`config.mk`:
```
export PLATFORM = sky130hd
export DESIGN_NAME = gwns_front_flat
export DESIGN_NICKNAME = d
export VERILOG_FILES = /design/src/hw/rtl/gwns_pkg.sv /design/src/hw/rtl/gwns_if.sv /design/src/hw/rtl/gwns_front.sv /design/src/flat_wrapper.sv
export SDC_FILE = /design/constraint.sdc
export NUM_CORES = 1
export LEC_CHECK = 0
export ABC_CLOCK_PERIOD_IN_PS = 16300
export CAP_MARGIN = 20
export CORE_UTILIZATION = 40
export DETAILED_ROUTE_END_ITERATION = 10
export DONT_BUFFER_PORTS = 1
export HOLD_SLACK_MARGIN = 0.08
export PLACE_DENSITY = 0.56
export SLEW_MARGIN = 25
export SYNTH_ARGS = -nofsm -noshare
export SYNTH_HDL_FRONTEND = slang
export SYNTH_SLANG_ARGS = --single-unit
```
`constraint.sdc`:
```
create_clock -name clk -period 16.3 [get_ports clk]
set_input_delay 3.26 -clock clk [delete_from_list [all_inputs] [get_ports clk]]
set_output_delay 3.26 -clock clk [all_outputs]
set_load 0.05 [all_outputs]
```
`src/hw/rtl/gwns_pkg.sv`:
```
// Shared constants and types for the Gaussian neighbour smoother.
// No dependencies; imported by the front, back and top modules.
package gwns_pkg;

  localparam int CFG_W        = 11;
  localparam int CFG_IDX_W    = 2;
  localparam int HW           = 11;    // row counter / height width
  localparam int RW           = 3;     // effective radius width
  localparam int HEIGHT_LIMIT = 1024;
  localparam int QDEPTH       = 4;
  localparam int NTAPS        = 13;

  localparam logic [CFG_IDX_W-1:0] REG_WIDTH  = 2'd0;
  localparam logic [CFG_IDX_W-1:0] REG_HEIGHT = 2'd1;
  localparam logic [CFG_IDX_W-1:0] REG_RADIUS = 2'd2;

  localparam logic CMD_PIXEL = 1'b0;
  localparam logic CMD_FLUSH = 1'b1;

  // Q0.16 weight of the distance-one neighbours
  localparam logic [13:0] W1_R1 = 14'd16383;
  localparam logic [13:0] W1_RN = 14'd16381;

  typedef logic [23:0] pixel_t;

endpackage

```
`src/hw/rtl/gwns_if.sv`:
```
// Valid/ready channel interfaces for pixel requests and results.
// No dependencies.
interface gwns_in_if;
  logic       valid;
  logic       ready;
  logic       cmd;
  logic [7:0] red_in;
  logic [7:0] green_in;
  logic [7:0] blue_in;
  modport source (output valid, cmd, red_in, green_in, blue_in, input ready);
  modport sink   (input valid, cmd, red_in, green_in, blue_in, output ready);
endinterface


```
`src/hw/rtl/gwns_front.sv`:
```
// Front end: accepts requests, writes the pixel ring, tracks pending pixels and
// output position, and queues one emit job per result. Uses gwns_pkg, gwns_if.
module gwns_front
  import gwns_pkg::*;
#(
  parameter int MAX_WIDTH  = 1024,
  parameter int MAX_RADIUS = 3,
  parameter int RING       = 6151,
  parameter int AW         = 13,
  parameter int PW         = 13,
  parameter int WW         = 11,
  parameter int TW         = 27
) (
  input  logic                 clk,
  input  logic                 rst_n,
  gwns_in_if.sink              in_ch,
  input  logic                 cfg_we,
  input  logic [CFG_IDX_W-1:0] cfg_idx,
  input  logic [CFG_W-1:0]     cfg_wdata,
  input  logic                 q_full,
  output logic                 q_push,
  output logic [TW-1:0]        q_data,
  output logic                 wr_en,
  output logic [AW-1:0]        wr_addr,
  output pixel_t               wr_data
);

  typedef struct packed {
    logic [AW-1:0] centre;
    logic [WW-1:0] wid;
    logic          smooth;
    logic          r1;
    logic          last;
  } job_t;

  logic [CFG_W-1:0] cfg_w_r, cfg_h_r;
  logic [1:0]       cfg_r_r;
  logic [AW-1:0]    wp_r;
  logic [PW-1:0]    pend_r, pend_nxt, pend_inc, lag;
  logic [WW-1:0]    col_r, col_nxt, w;
  logic [HW-1:0]    row_r, row_nxt, h;
  logic [RW-1:0]    r;
  logic             accept, is_data, do_emit, interior, last;
  job_t             job;

  always_comb begin
    if (cfg_w_r == '0) begin
      w = WW'(1);
    end else if (int'(cfg_w_r) > MAX_WIDTH) begin
      w = WW'(MAX_WIDTH);
    end else begin
      w = WW'(cfg_w_r);
    end
    if (cfg_h_r == '0) begin
      h = HW'(1);
    end else if (int'(cfg_h_r) > HEIGHT_LIMIT) begin
      h = HW'(HEIGHT_LIMIT);
    end else begin
      h = HW'(cfg_h_r);
    end
    if (cfg_r_r == '0) begin
      r = RW'(1);
    end else if (int'(cfg_r_r) > MAX_RADIUS) begin
      r = RW'(MAX_RADIUS);
    end else begin
      r = RW'(cfg_r_r);
    end
  end

  assign in_ch.ready = !q_full;
  assign accept      = in_ch.valid && in_ch.ready;
  assign is_data     = (in_ch.cmd == CMD_PIXEL);

  assign pend_inc = (int'(pend_r) < RING) ? pend_r + 1'b1 : pend_r;
  assign lag      = PW'(PW'(r) * PW'(w)) + PW'(r);
  assign do_emit  = accept && (is_data ? (pend_inc > lag) : (pend_r != '0));

  assign interior = (int'(col_r) >= int'(r)) && (int'(col_r) + int'(r) <= int'(w) - 1)
                 && (int'(row_r) >= int'(r)) && (int'(row_r) + int'(r) <= int'(h) - 1);
  assign last     = (col_r == w - 1'b1) && (row_r == h - 1'b1);

  always_comb begin
    job.centre = is_data ? wp_r - AW'(pend_inc - 1'b1) : wp_r - AW'(pend_r);
    job.wid    = w;
    job.smooth = is_data && interior;
    job.r1     = (r == RW'(1));
    job.last   = last;
  end

  assign q_push  = do_emit;
  assign q_data  = job;
  assign wr_en   = accept && is_data;
  assign wr_addr = wp_r;
  assign wr_data = {in_ch.red_in, in_ch.green_in, in_ch.blue_in};

  always_comb begin
    if (is_data) begin
      pend_nxt = do_emit ? pend_inc - 1'b1 : pend_inc;
    end else begin
      pend_nxt = do_emit ? pend_r - 1'b1 : pend_r;
    end
    col_nxt = col_r;
    row_nxt = row_r;
    if (int'(col_r) + 1 >= int'(w)) begin
      col_nxt = '0;
      row_nxt = (int'(row_r) + 1 >= int'(h)) ? '0 : row_r + 1'b1;
    end else begin
      col_nxt = col_r + 1'b1;
    end
  end

  always_ff @(posedge clk) begin
    if (!rst_n) begin
      cfg_w_r <= CFG_W'(1024);
      cfg_h_r <= CFG_W'(1024);
      cfg_r_r <= 2'd1;
      wp_r    <= '0;
      pend_r  <= '0;
      col_r   <= '0;
      row_r   <= '0;
    end else begin
      if (cfg_we) begin
        unique case (cfg_idx)
          REG_WIDTH:  cfg_w_r <= cfg_wdata;
          REG_HEIGHT: cfg_h_r <= cfg_wdata;
          REG_RADIUS: cfg_r_r <= cfg_wdata[1:0];
          default: ;
        endcase
      end
      if (accept) begin
        pend_r <= pend_nxt;
        if (is_data) begin
          wp_r <= wp_r + 1'b1;
        end
      end
      if (do_emit) begin
        col_r <= col_nxt;
        row_r <= row_nxt;
      end
    end
  end

endmodule

```
`src/flat_wrapper.sv`:
```
// flat-port wrapper written by rule: the top's interface ports become plain ports
module gwns_front_flat import gwns_pkg::*;
#(
  parameter int MAX_WIDTH  = 1024,
  parameter int MAX_RADIUS = 3,
  parameter int RING       = 6151,
  parameter int AW         = 13,
  parameter int PW         = 13,
  parameter int WW         = 11,
  parameter int TW         = 27
)
  (clk, rst_n, cfg_we, cfg_idx, cfg_wdata, q_full, q_push, q_data, wr_en, wr_addr, wr_data, in_ch_valid, in_ch_cmd, in_ch_red_in, in_ch_green_in, in_ch_blue_in, in_ch_ready);
  gwns_in_if in_ch_i ();
  input  logic clk;
  input  logic rst_n;
  input  logic cfg_we;
  input  logic [CFG_IDX_W-1:0] cfg_idx;
  input  logic [CFG_W-1:0] cfg_wdata;
  input  logic q_full;
  output logic q_push;
  output logic [TW-1:0] q_data;
  output logic wr_en;
  output logic [AW-1:0] wr_addr;
  output pixel_t wr_data;
  input wire logic [$bits(in_ch_i.valid)-1:0] in_ch_valid;
  input wire logic [$bits(in_ch_i.cmd)-1:0] in_ch_cmd;
  input wire logic [$bits(in_ch_i.red_in)-1:0] in_ch_red_in;
  input wire logic [$bits(in_ch_i.green_in)-1:0] in_ch_green_in;
  input wire logic [$bits(in_ch_i.blue_in)-1:0] in_ch_blue_in;
  output wire logic [$bits(in_ch_i.ready)-1:0] in_ch_ready;
  assign in_ch_i.valid = in_ch_valid;
  assign in_ch_i.cmd = in_ch_cmd;
  assign in_ch_i.red_in = in_ch_red_in;
  assign in_ch_i.green_in = in_ch_green_in;
  assign in_ch_i.blue_in = in_ch_blue_in;
  assign in_ch_ready = in_ch_i.ready;
  gwns_front #(.MAX_WIDTH(MAX_WIDTH), .MAX_RADIUS(MAX_RADIUS), .RING(RING), .AW(AW), .PW(PW), .WW(WW), .TW(TW)) u_core (.clk(clk), .rst_n(rst_n), .in_ch(in_ch_i), .cfg_we(cfg_we), .cfg_idx(cfg_idx), .cfg_wdata(cfg_wdata), .q_full(q_full), .q_push(q_push), .q_data(q_data), .wr_en(wr_en), .wr_addr(wr_addr), .wr_data(wr_data));
endmodule
```
==> run metrics <==
Yosys reg bits=72; minimum clock period=9.73 ns; main flop type after synthesis=dfxtp_1; first-pass GRT wire length=37600 µm; drt wl/cell=17.7 µm; DRC violations left=0; Mapped Area=8520 µm²; Layout fillers=2232; die height=148 µm; top cell type's share of synthesized area=0.169; Max Root-Sink Buffers=2; Ports=110; Post-DP HPWL=18400 µm; Post-synth EDFFs=0; Final Hold Viols=0; Routed WL=23500 µm; die span in x=148 µm; most frequent cells after synthesis=nor2_1, ha_1, nand2_1; fmax=103 MHz; max cap viols=0; Slew @ Worst Pin=1.07 ns; antenna cells=0; Max Slew Vio Count=0; met1 usage=0.287; worst path required time=13.04 ns; gpl congestion=0.866; clock root buffer=clkbuf_16; GRT Resource Usage Total=0.217; Net count, final=1206; DRT iter0 DRCs=370; met3 Use GR=0.0265; DR pass1 iterations=5; Layout area overhead=4.07%; register area share after synthesis=0.169; final core occ=0.423; Overflow after GRT=0; top cells by area, synth=dfxtp_1, ha_1, xnor2_1; vias in the first global route=6888; Placement Setup Slack=6.97 ns; initial antenna violation count=0; Top Usage Layer GRT=met2; Layout Skew=0.0110 ns; dpl cell area=8570 µm²; count leader, synth=nor2_1; Layout Cells excl Fill=1326; Reg clk slew, reported paths=0.07 ns; hold buffer count at cts=0; Inst Count DP=1310; Clock Sinks=72; critical-path maximum fanout=17; post-synth cell types=72; Worst VDD drop=0.0485 mV; final instance area=8870 µm²; starting density of the core=0.407; final setup margin=6.57 ns; Critical Path AT=6.47 ns; share of layout cells above drive strength 1=0.0590; cts repair resizes=0; Syn Inst Count=1111; crit share post-route=0.597; RSZ-0062 raised after global routing=false; CP Launch Type=flip-flop; via count=7396; postcts setup bufs=0; Leak=4.00 nW; ANT nets after route=0; post-synthesis async set-or-reset flop share=0; htree depth=3; Std-Cell Rows=53; Setup crit end kind=output port; largest net degree at the start of global routing=42; Vias per Instance=5.58; met2 Use GR=0.366; worst min path class=flip-flop to flip-flop; die area=21900 µm²; kind of critical path=flip-flop to output port; relative slew slack=0.286; Final setup viols=0; status=finished, final reports clean; Syn Area/Cell=7.67 µm²; Core ar.=21000 µm²; cell taking the most area after synthesis=dfxtp_1; CTS buffer count=9; CTS tree=done; Final TNS setup=0 ns; Port Buffer Count=0; Pwr Density=77.8 nW/µm²; Skew-Pair Late Insertion Delay=0.35 ns; yosys warns=0
[flip-flops by register name, summed over array words and instances, names as in the netlist]
register	count
u_core.cfg_r_r	2
u_core.cfg_h_r	11
u_core.cfg_w_r	11
u_core.row_r	11
u_core.wr_addr	13
u_core.pend_r	13
u_core.col_r	11
[through the flow]
step / power [mW] / hold WS [ns]
CTS: 0.698 / 0.535
global placement: 0.478 / 0.514
floorplan: 0.454 / 0.445
detailed placement: 0.492 / 0.515
global route: 0.725 / 0.569
finish: 0.690 / 0.543
[power by group]
group          switching, mW  internal [mW]  total, mW
clock network         0.0863          0.116      0.202
registers             0.0163          0.182      0.198
logic                  0.195         0.0954      0.290
[layer usage]
metal  wire, µm  vias up
li1           -     3760
met1      11000     3450
met2      11100      158
met3       1000       28
met4        433        0
met5          0        -
[cell usage in the layout, fill, tap and decap left out, types with 37 or more instances in the layout]
cell     instances
nand3_1         37
o21ai_0         41
xnor2_1         68
nor2_1         123
a21oi_1         58
inv_1           57
nand2_1         88
dfxtp_1         72
ha_1           112
xor2_1          47
[layout make-up]
| cell class | instances | area [µm²] | area share |
|---|---|---|---|
| flip-flops and latches | 72 | 1440 | 0.163 |
| clock inverters | 4 | 27.5 | 0.00310 |
| clock buffers | 12 | 267 | 0.0301 |
| repair buffers | 5 | 37.5 | 0.00423 |
| multi-input cells | 900 | 6530 | 0.737 |
| inverters | 58 | 218 | 0.0246 |
| well taps | 275 | 344 | 0.0388 |
[path summary, 6_finish.rpt]
check	slack, ns	endpoint	cells past startpoint	from
worst min-delay path	0.54	u_core.cfg_r_r[0]	2	u_core.cfg_r_r[0]
worst max-delay path	6.57	q_push	22	u_core.cfg_w_r[10]
worst min register to register	0.54	u_core.cfg_r_r[0]	2	u_core.cfg_r_r[0]
worst max register to register	9.63	u_core.pend_r[10]	24	u_core.cfg_w_r[10]
[cell families after synthesis]
family	share of synthesized area
AND/OR/NAND/NOR	0.232
adder cells (fa/ha/maj)	0.176
buffers and inverters	0.0746
XOR/XNOR	0.129
multiplexers	0.0370
AO/OA/AOI/OAI	0.181
other	0.000440
flip-flops	0.169
[worst max-delay path, cell delays in order, from the launching register on]
cell and delay (ns):
dfxtp_1 0.90, inv_1 0.50, nand2_1 0.34, nor2_1 0.09, fa_1 0.54, ha_1 0.19, inv_1 0.06, fa_1 0.39
nor2b_1 0.12, o21ai_0 0.10, a21oi_1 0.18, o21ai_0 0.12, a21oi_1 0.20, o21a_1 0.18, nand3_1 0.08, o311a_1 0.13
ha_1 0.29, a21o_1 0.11, a21oi_1 0.09, a21o_1 0.18, a31oi_2 0.46, o21ai_1 0.14, inv_1 0.73
Power figures use the tool's default switching activity.
