$ cat config.mk
export PLATFORM = sky130hd
export DESIGN_NAME = gwns_queue
export DESIGN_NICKNAME = d
export VERILOG_FILES = /design/src/hw/rtl/gwns_queue.sv
export SDC_FILE = /design/constraint.sdc
export NUM_CORES = 1
export LEC_CHECK = 0
export BUFFER_PORTS_ARGS = -buffer_cell sky130_fd_sc_hd__buf_2
export CORE_UTILIZATION = 59
export CTS_BUF_LIST = sky130_fd_sc_hd__clkbuf_8
export DETAILED_ROUTE_END_ITERATION = 16
export PLACE_DENSITY_LB_ADDON = 0.3
export SETUP_SLACK_MARGIN = 0.5
export SLEW_MARGIN = 0
export SYNTH_ARGS = -nofsm -noshare
export SYNTH_HDL_FRONTEND = slang
export SYNTH_SLANG_ARGS = --single-unit
$ cat constraint.sdc
create_clock -name clk -period 2.16 [get_ports clk]
set_input_delay 0.108 -clock clk [delete_from_list [all_inputs] [get_ports clk]]
set_output_delay 0.108 -clock clk [all_outputs]
set_load 0.05 [all_outputs]
$ cat src/hw/rtl/gwns_queue.sv
// Short FIFO of emit jobs between front and back.
// Depends on nothing but its parameters.
module gwns_queue #(
  parameter int WIDTH = 32,
  parameter int DEPTH = 4
) (
  input  logic             clk,
  input  logic             rst_n,
  input  logic             push,
  input  logic [WIDTH-1:0] push_data,
  input  logic             pop,
  output logic [WIDTH-1:0] head,
  output logic             full,
  output logic             empty
);

  localparam int IW = $clog2(DEPTH);
  localparam int CW = $clog2(DEPTH + 1);

  logic [WIDTH-1:0] mem_r [DEPTH];
  logic [IW-1:0]    wptr_r, rptr_r;
  logic [CW-1:0]    count_r, count_nxt;

  assign full  = (count_r == CW'(DEPTH));
  assign empty = (count_r == '0);
  assign head  = mem_r[rptr_r];

  always_comb begin
    count_nxt = count_r;
    if (push && !pop) begin
      count_nxt = count_r + 1'b1;
    end else if (pop && !push) begin
      count_nxt = count_r - 1'b1;
    end
  end

  always_ff @(posedge clk) begin
    if (push) begin
      mem_r[wptr_r] <= push_data;
    end
    if (!rst_n) begin
      wptr_r  <= '0;
      rptr_r  <= '0;
      count_r <= '0;
    end else begin
      if (push) begin
        wptr_r <= wptr_r + 1'b1;
      end
      if (pop) begin
        rptr_r <= rptr_r + 1'b1;
      end
      count_r <= count_nxt;
    end
  end

`ifndef NO_ASSERTIONS
  a_no_overflow: assert property (@(posedge clk) disable iff (!rst_n)
    push |-> (!full || pop)) else $error("push into full queue");
  a_no_underflow: assert property (@(posedge clk) disable iff (!rst_n)
    pop |-> !empty) else $error("pop from empty queue");
  a_count: assert property (@(posedge clk) disable iff (!rst_n)
    (push && !pop) |=> (count_r == $past(count_r) + 1'b1))
    else $error("queue count lost a push");
`endif

endmodule

==> results of run 1 <==
## cell usage in the layout (no fill, tap or decap), types with 3 or more instances in the layout
cell type,Yosys,routed
buf_12,3,4
xor2_1,3,3
and2_1,9,5
bufinv_16,0,5
buf_16,0,3
inv_1,4,4
buf_2,3,37
dfxtp_1,9,7
edfxtp_1,128,128
clkinv_1,0,3
buf_6,1,32
mux4_2,30,32
ha_1,5,5
clkbuf_8,0,17
dlygate4sd3_1,0,33
## registers in the layout, summed over array words and instances, names as in the netlist, named ones only
signal   count
mem_r      128
count_r      3
rptr_r       2
wptr_r       2
## worst max path at each step
stage | slack (ps) | cells past startpoint | start | to
5_1_grt | 200 | 3 | flip-flop | head[24]
2_1_floorplan | 550 | 1 | count_r[1]$_SDFFE_PN0P_ | full
3_5_place_dp | 450 | 3 | wptr_r[0]$_SDFFE_PN0P_ | mem_r[0][31]$_DFFE_PP_
4_1_cts | 240 | 3 | flip-flop | head[18]
3_3_place_gp | 500 | 3 | wptr_r[0]$_SDFFE_PN0P_ | mem_r[0][30]$_DFFE_PP_
6_report | 270 | 3 | flip-flop | head[24]
## power groups by stage
stage | logic [W] | registers [W] | clock network, W
2_1_floorplan | 0.000697 | 0.00313 | 0
3_3_place_gp | 0.000874 | 0.00315 | 0
3_5_place_dp | 0.000885 | 0.00316 | 0
4_1_cts | 0.00111 | 0.00311 | 0.00230
5_1_grt | 0.00116 | 0.00312 | 0.00242
6_report | 0.00111 | 0.00311 | 0.00227
## per-stage QoR
stage	area, um2	hold slack [ps]	worst slack [ps]	std cells	total power, W
floorplan	5110	207	550	210	0.00383
global placement	5590	320	497	382	0.00402
detailed placement	5590	325	445	382	0.00404
CTS	6640	16.9	235	449	0.00652
global route	6640	36.0	201	449	0.00670
finish	6640	37.2	267	449	0.00648
## worst register-to-register path, cell delays in order, from the launching register on
cell	delay [ps]
dfxtp_1	350
inv_1	110
ha_1	160
and2_2	410
buf_12	240
## metal layers
metal | up-vias | share of wire
li1 | 1123 | -
met1 | 1316 | 0.41
met2 | 77 | 0.53
met3 | 12 | 0.048
met4 | 0 | 0.011
met5 | - | 0
## kinds of logic (layout without fill, tap and decap cells)
| logic type | Yosys count | in the layout |
|---|---|---|
| mux | 34 | 34 |
| flops | 137 | 137 |
| compound gates | 2 | 2 |
| xor+xnor | 5 | 5 |
| fa+ha+maj | 6 | 6 |
| simple gates | 15 | 15 |
| buf+inv | 11 | 145 |
## repair_timing
action                                  4_1_cts  5_1_grt
hold buffers                                 33        0
cloned                                        3        0
hold endpoints to repair                    137        0
resized for setup                            73        0
endpoints found under the setup margin       96       32
## layout make-up
class	instances	area, um2	area share
Sequential cell	137	4030	0.607
Timing Repair Buffer	110	1050	0.158
Multi-Input combinational cell	62	978	0.147
Clock buffer	17	234	0.0352
Clock inverter	14	204	0.0307
Tap cell	105	131	0.0198
Inverter	4	15.0	0.00226
==> flow_summary.yaml, run 1 <==
power_and_ir_drop:
  combPwrFrac: 0.171
  p_leak_nw: 2.33
  switching_power_w: 0.00162
  cellPowerDensity_mw_per_mm2: 976
  vdd_ir_drop_max_uv: 693
  p_int_w: 0.00486
  swShare: 0.250
  clkPwrFrac: 0.350
  seqPwrFrac: 0.479
drt:
  drc: 0
  first_iter_violations: 171
  routed_wl_um: 9380
  route.vias.total: 2528
  antenna_left: 0
  drt-vias-per-instance: 5.63
  detail_route.first_pass.iterations: 5
  route.detailed.wl_per_inst_um: 20.9
critical_path:
  critPathMaxStageDelay_ps: 550
  required_ps: 2050
  reg2regPathDepth: 4
  r2r_slack_ps: 580
  critical_path.top_delay_family: "multiplexers"
  crit_fanout: 8
  reg2reg_to: "mem_r[2][14]$_DFFE_PP_"
  critPathSlowestCell: "mux4_2"
  crit_buf_inv: 2
  critPathLaunchType: "flip-flop"
  endpoint_kind: "output port"
  worst_r2r_startpoint: "wptr_r[0]$_SDFFE_PN0P_"
  path_class: "reg -> out"
  path_cells: "buf_12 > mux4_2 > buf_6"
  critPathArrivalTime_ps: 1790
placed_design:
  io_buffer_count: 69
  dp_hpwl_um: 5060
  routabilityCongestion: 0.658
synthesis:
  synth_top_family_by_area: "multiplexers"
  ys_ff_latch: 137
  synth_area_leaders: "edfxtp_1, mux4_2, dfxtp_1, ha_1, buf_12"
  synth_common_cells: "edfxtp_1, mux4_2, and2_1, dfxtp_1, ha_1"
  synthMuxAreaShare: 0.147
  postSynth.asyncResetShare: 0
  synth_top_area_share: 0.753
  synthesis.nets: 252
  synth_compound_area_frac: 0.00245
  seq_area_frac_synth: 0.788
  yosys.area.top_type: "edfxtp_1"
  syn_inst: 210
  synth_xor_area_frac: 0.00858
  synth.distinct_cells: 21
  synth.avg_cell_area_um2: 24.3
  synth_ff_type: "edfxtp_1"
  synthMostInstantiatedCell: "edfxtp_1"
  yosys_warnings: 0
  synth_area_mm2: 0.00510
  synth_edf_count: 128
  synth_simple_gate_area_share: 0.0179
  synthAdderAreaFrac: 0.0162
global_routing:
  grt_pass1_vias: 2612
  grt.total_usage: 0.236
  antenna_found_initial: 0
  use_met3: 0.0709
  top_usage_layer: "met2"
  grt_remaining_overflow: 0
  met2_usage: 0.378
  grt_max_degree: 33
  grt_first_pass_wirelength_um: 14400
  grtUsageMet1: 0.306
cells_and_area:
  area_delta_synth_final_pct: 30.1
  n_fill_cell: 388
  diodes: 0
  drive_gt1_frac: 0.416
  nNetsFinal: 374
  postLayoutCoreUtil: 0.800
timing:
  finalHoldViolCount: 0
  post-route-period-util: 0.877
  setup_viol: 0
  fmax_mhz: 528
  fin_skew_ps: 6.21
  tightest_slew_ps: 497
  slew_viol_final: 0
  fin_crit_ps: 1890
  grt_setup_unrepaired: "true"
  finalSetupTns_ps: 0
  maxSlewHeadroom: 0.669
worst_hold_path:
  hold_path_depth: 3
  min_from: "pop"
  min_path_type: "in -> reg"
die:
  chipHeight_um: 95.0
  start_util: 0.615
  dieArea_mm2: 0.00903
  fp-row-count: 33
  core_mm2: 0.00830
  io_pins: 70
  die_x_um: 95.0
cts:
  cts_buffers: 17
  root_buffer: "clkbuf_8"
  cts_tree: "built"
  post_cts_buffers: 0
  clock_sinks: 137
  clkLatencyLatePin_ps: 430
  clk_pin_slew_ps: 70
  cts_buffer_depth: 2
  h-tree-depth: 4
run:
  cap_violations: 0
status:
  status: "finished clean"
Power figures use the tool's default switching activity.
==> run 2, diff against run 1 <==
--- a/config.mk
+++ b/config.mk
@@ -6,10 +6,13 @@
 export NUM_CORES = 1
 export LEC_CHECK = 0
 export BUFFER_PORTS_ARGS = -buffer_cell sky130_fd_sc_hd__buf_2
-export CORE_UTILIZATION = 59
+export CELL_PAD_IN_SITES_DETAIL_PLACEMENT = 1
+export CELL_PAD_IN_SITES_GLOBAL_PLACEMENT = 2
+export CORE_UTILIZATION = 46
 export CTS_BUF_LIST = sky130_fd_sc_hd__clkbuf_8
 export DETAILED_ROUTE_END_ITERATION = 16
-export PLACE_DENSITY_LB_ADDON = 0.3
+export HOLD_SLACK_MARGIN = 0.02
+export PLACE_DENSITY_LB_ADDON = 0.12
 export SETUP_SLACK_MARGIN = 0.5
 export SLEW_MARGIN = 0
 export SYNTH_ARGS = -nofsm -noshare
==> flow_summary.yaml, run 2 (synthesized netlist as in run 1, its figures left out) <==
global_routing:
  grt_remaining_overflow: 0
  grt.total_usage: 0.193
  use_met3: 0.0508
  grt_pass1_vias: 2776
  grt_first_pass_wirelength_um: 15300
  grtUsageMet1: 0.238
  grt_max_degree: 33
  top_usage_layer: "met2"
  met2_usage: 0.325
  antenna_found_initial: 0
cts:
  clkLatencyLatePin_ps: 430
  cts_tree: "built"
  h-tree-depth: 4
  cts_buffers: 17
  cts_buffer_depth: 2
  clock_sinks: 137
  root_buffer: "clkbuf_8"
  clk_pin_slew_ps: 70
timing:
  post-route-period-util: 0.904
  fin_crit_ps: 1950
  slew_viol_final: 0
  finalHoldViolCount: 0
  fin_ws_ps: 208
  fmax_mhz: 512
  fin_skew_ps: 11.0
  finalSetupTns_ps: 0
  maxSlewHeadroom: 0.670
  tightest_slew_ps: 496
  grt_setup_unrepaired: "true"
  setup_viol: 0
  worst_hold_slack_ps: 61.8
drt:
  drt-vias-per-instance: 5.11
  route.vias.total: 2500
  first_iter_violations: 98
  detail_route.first_pass.iterations: 4
  antenna_left: 0
  route.detailed.wl_per_inst_um: 20.7
  drc: 0
  routed_wl_um: 10100
power_and_ir_drop:
  swShare: 0.242
  clkPwrFrac: 0.387
  power.total_w: 0.00688
  p_int_w: 0.00522
  cellPowerDensity_mw_per_mm2: 1020
  p_leak_nw: 2.38
  combPwrFrac: 0.162
  switching_power_w: 0.00166
  vdd_ir_drop_max_uv: 438
  seqPwrFrac: 0.451
critical_path:
  critPathArrivalTime_ps: 1840
  reg2regPathDepth: 4
  path_class: "reg -> out"
  crit_fanout: 5
  critPathLaunchType: "flip-flop"
  required_ps: 2050
  endpoint_kind: "output port"
  reg2reg_to: "mem_r[1][21]$_DFFE_PP_"
  crit_path_end: "head[31]"
  worst_r2r_startpoint: "wptr_r[1]$_SDFFE_PN0P_"
  r2r_slack_ps: 640
placed_design:
  pre_cts_ws_ps: 431
  io_buffer_count: 69
  routabilityCongestion: 0.660
  dp_hpwl_um: 5740
cells_and_area:
  diodes: 0
  n_fill_cell: 901
  mostFrequentLayoutCells: "edfxtp_1, buf_2, dlygate4sd3_1"
  largest_reg_flops: 128
  top_regs: "mem_r (128), count_r (3)"
  final_common_cell: "edfxtp_1"
  area_delta_synth_final_pct: 32.6
  max_flop_register: "mem_r"
  nNetsFinal: 378
  drive_gt1_frac: 0.421
die:
  chipHeight_um: 107
  dieArea_mm2: 0.0115
  core_mm2: 0.0108
  die_x_um: 107
  fp-row-count: 38
  io_pins: 70
  start_util: 0.471
worst_hold_path:
  hold_path_depth: 3
  min_path_type: "in -> reg"
  min_from: "pop"
status:
  status: "finished clean"
run:
  cap_violations: 0
[run 2: changes by cell type in the layout (fill, tap and decap cells not counted)]
cell        delta
inv_1          +1
clkinvlp_4     -2
buf_12         +1
buf_16         -1
clkbuf_16      +1
buf_4         +13
buf_6         -12
buf_8          +2
bufinv_16      +3
clkinv_2       -1
[run 2: final cells by class]
class	instances	area [um2]	share of cell area
sequential	137	4030	0.596
timing repair buffer	114	1060	0.156
multi-input combinational	62	978	0.145
clock inverter	15	278	0.0410
clock buffer	17	234	0.0346
tap	140	175	0.0259
inverter	4	15.0	0.00222
[run 2: worst min path at each step]
stage,slack (ps),endpoint
after CTS,50,rptr_r[0]$_SDFFE_PN0P_
final,60,rptr_r[0]$_SDFFE_PN0P_
after detailed placement,330,mem_r[1][18]$_DFFE_PP_
after global routing,50,rptr_r[0]$_SDFFE_PN0P_
after floorplan,210,mem_r[0][0]$_DFFE_PP_
after global placement,320,mem_r[0][5]$_DFFE_PP_
[run 2: through the flow]
step	cell area [um2]	utilization	instances
after floorplan	5110	-	210
after detailed placement	5630	0.519	418
after CTS	6740	0.622	488
final	6770	0.624	489
after global placement	5630	0.519	418
after global routing	6770	0.624	489
[run 2: routing by layer]
metal / routed length (um) / vias to the layer above / part of all wire
li1: - / 1132 / -
met1: 4310 / 1300 / 0.43
met2: 5430 / 57 / 0.54
met3: 272 / 11 / 0.027
met4: 99 / 0 / 0.0098
met5: 0 / - / 0
[run 2: power groups by stage]
stage               combinational [W]  clock (W)  sequential (W)
global route                  0.00117    0.00282         0.00312
detailed placement           0.000897          0         0.00317
floorplan                    0.000697          0         0.00313
CTS                           0.00111    0.00271         0.00311
finish                        0.00111    0.00266         0.00310
global placement             0.000885          0         0.00316
[run 2: repair_timing]
| action | in CTS | in global routing |
|---|---|---|
| cloned | 2 | 1 |
| endpoints found under the hold margin | 137 | 0 |
| gates resized for setup | 61 | 3 |
| setup buffers | 3 | 0 |
| pin swaps | 0 | 0 |
| hold buffers | 33 | 0 |
| endpoints found under the setup margin | 96 | 32 |
[run 2: critical path, cell delays in order (launching register included)]
cell     delay [ps]
dfxtp_4         430
buf_12          130
buf_16          120
mux4_2          550
buf_8           180
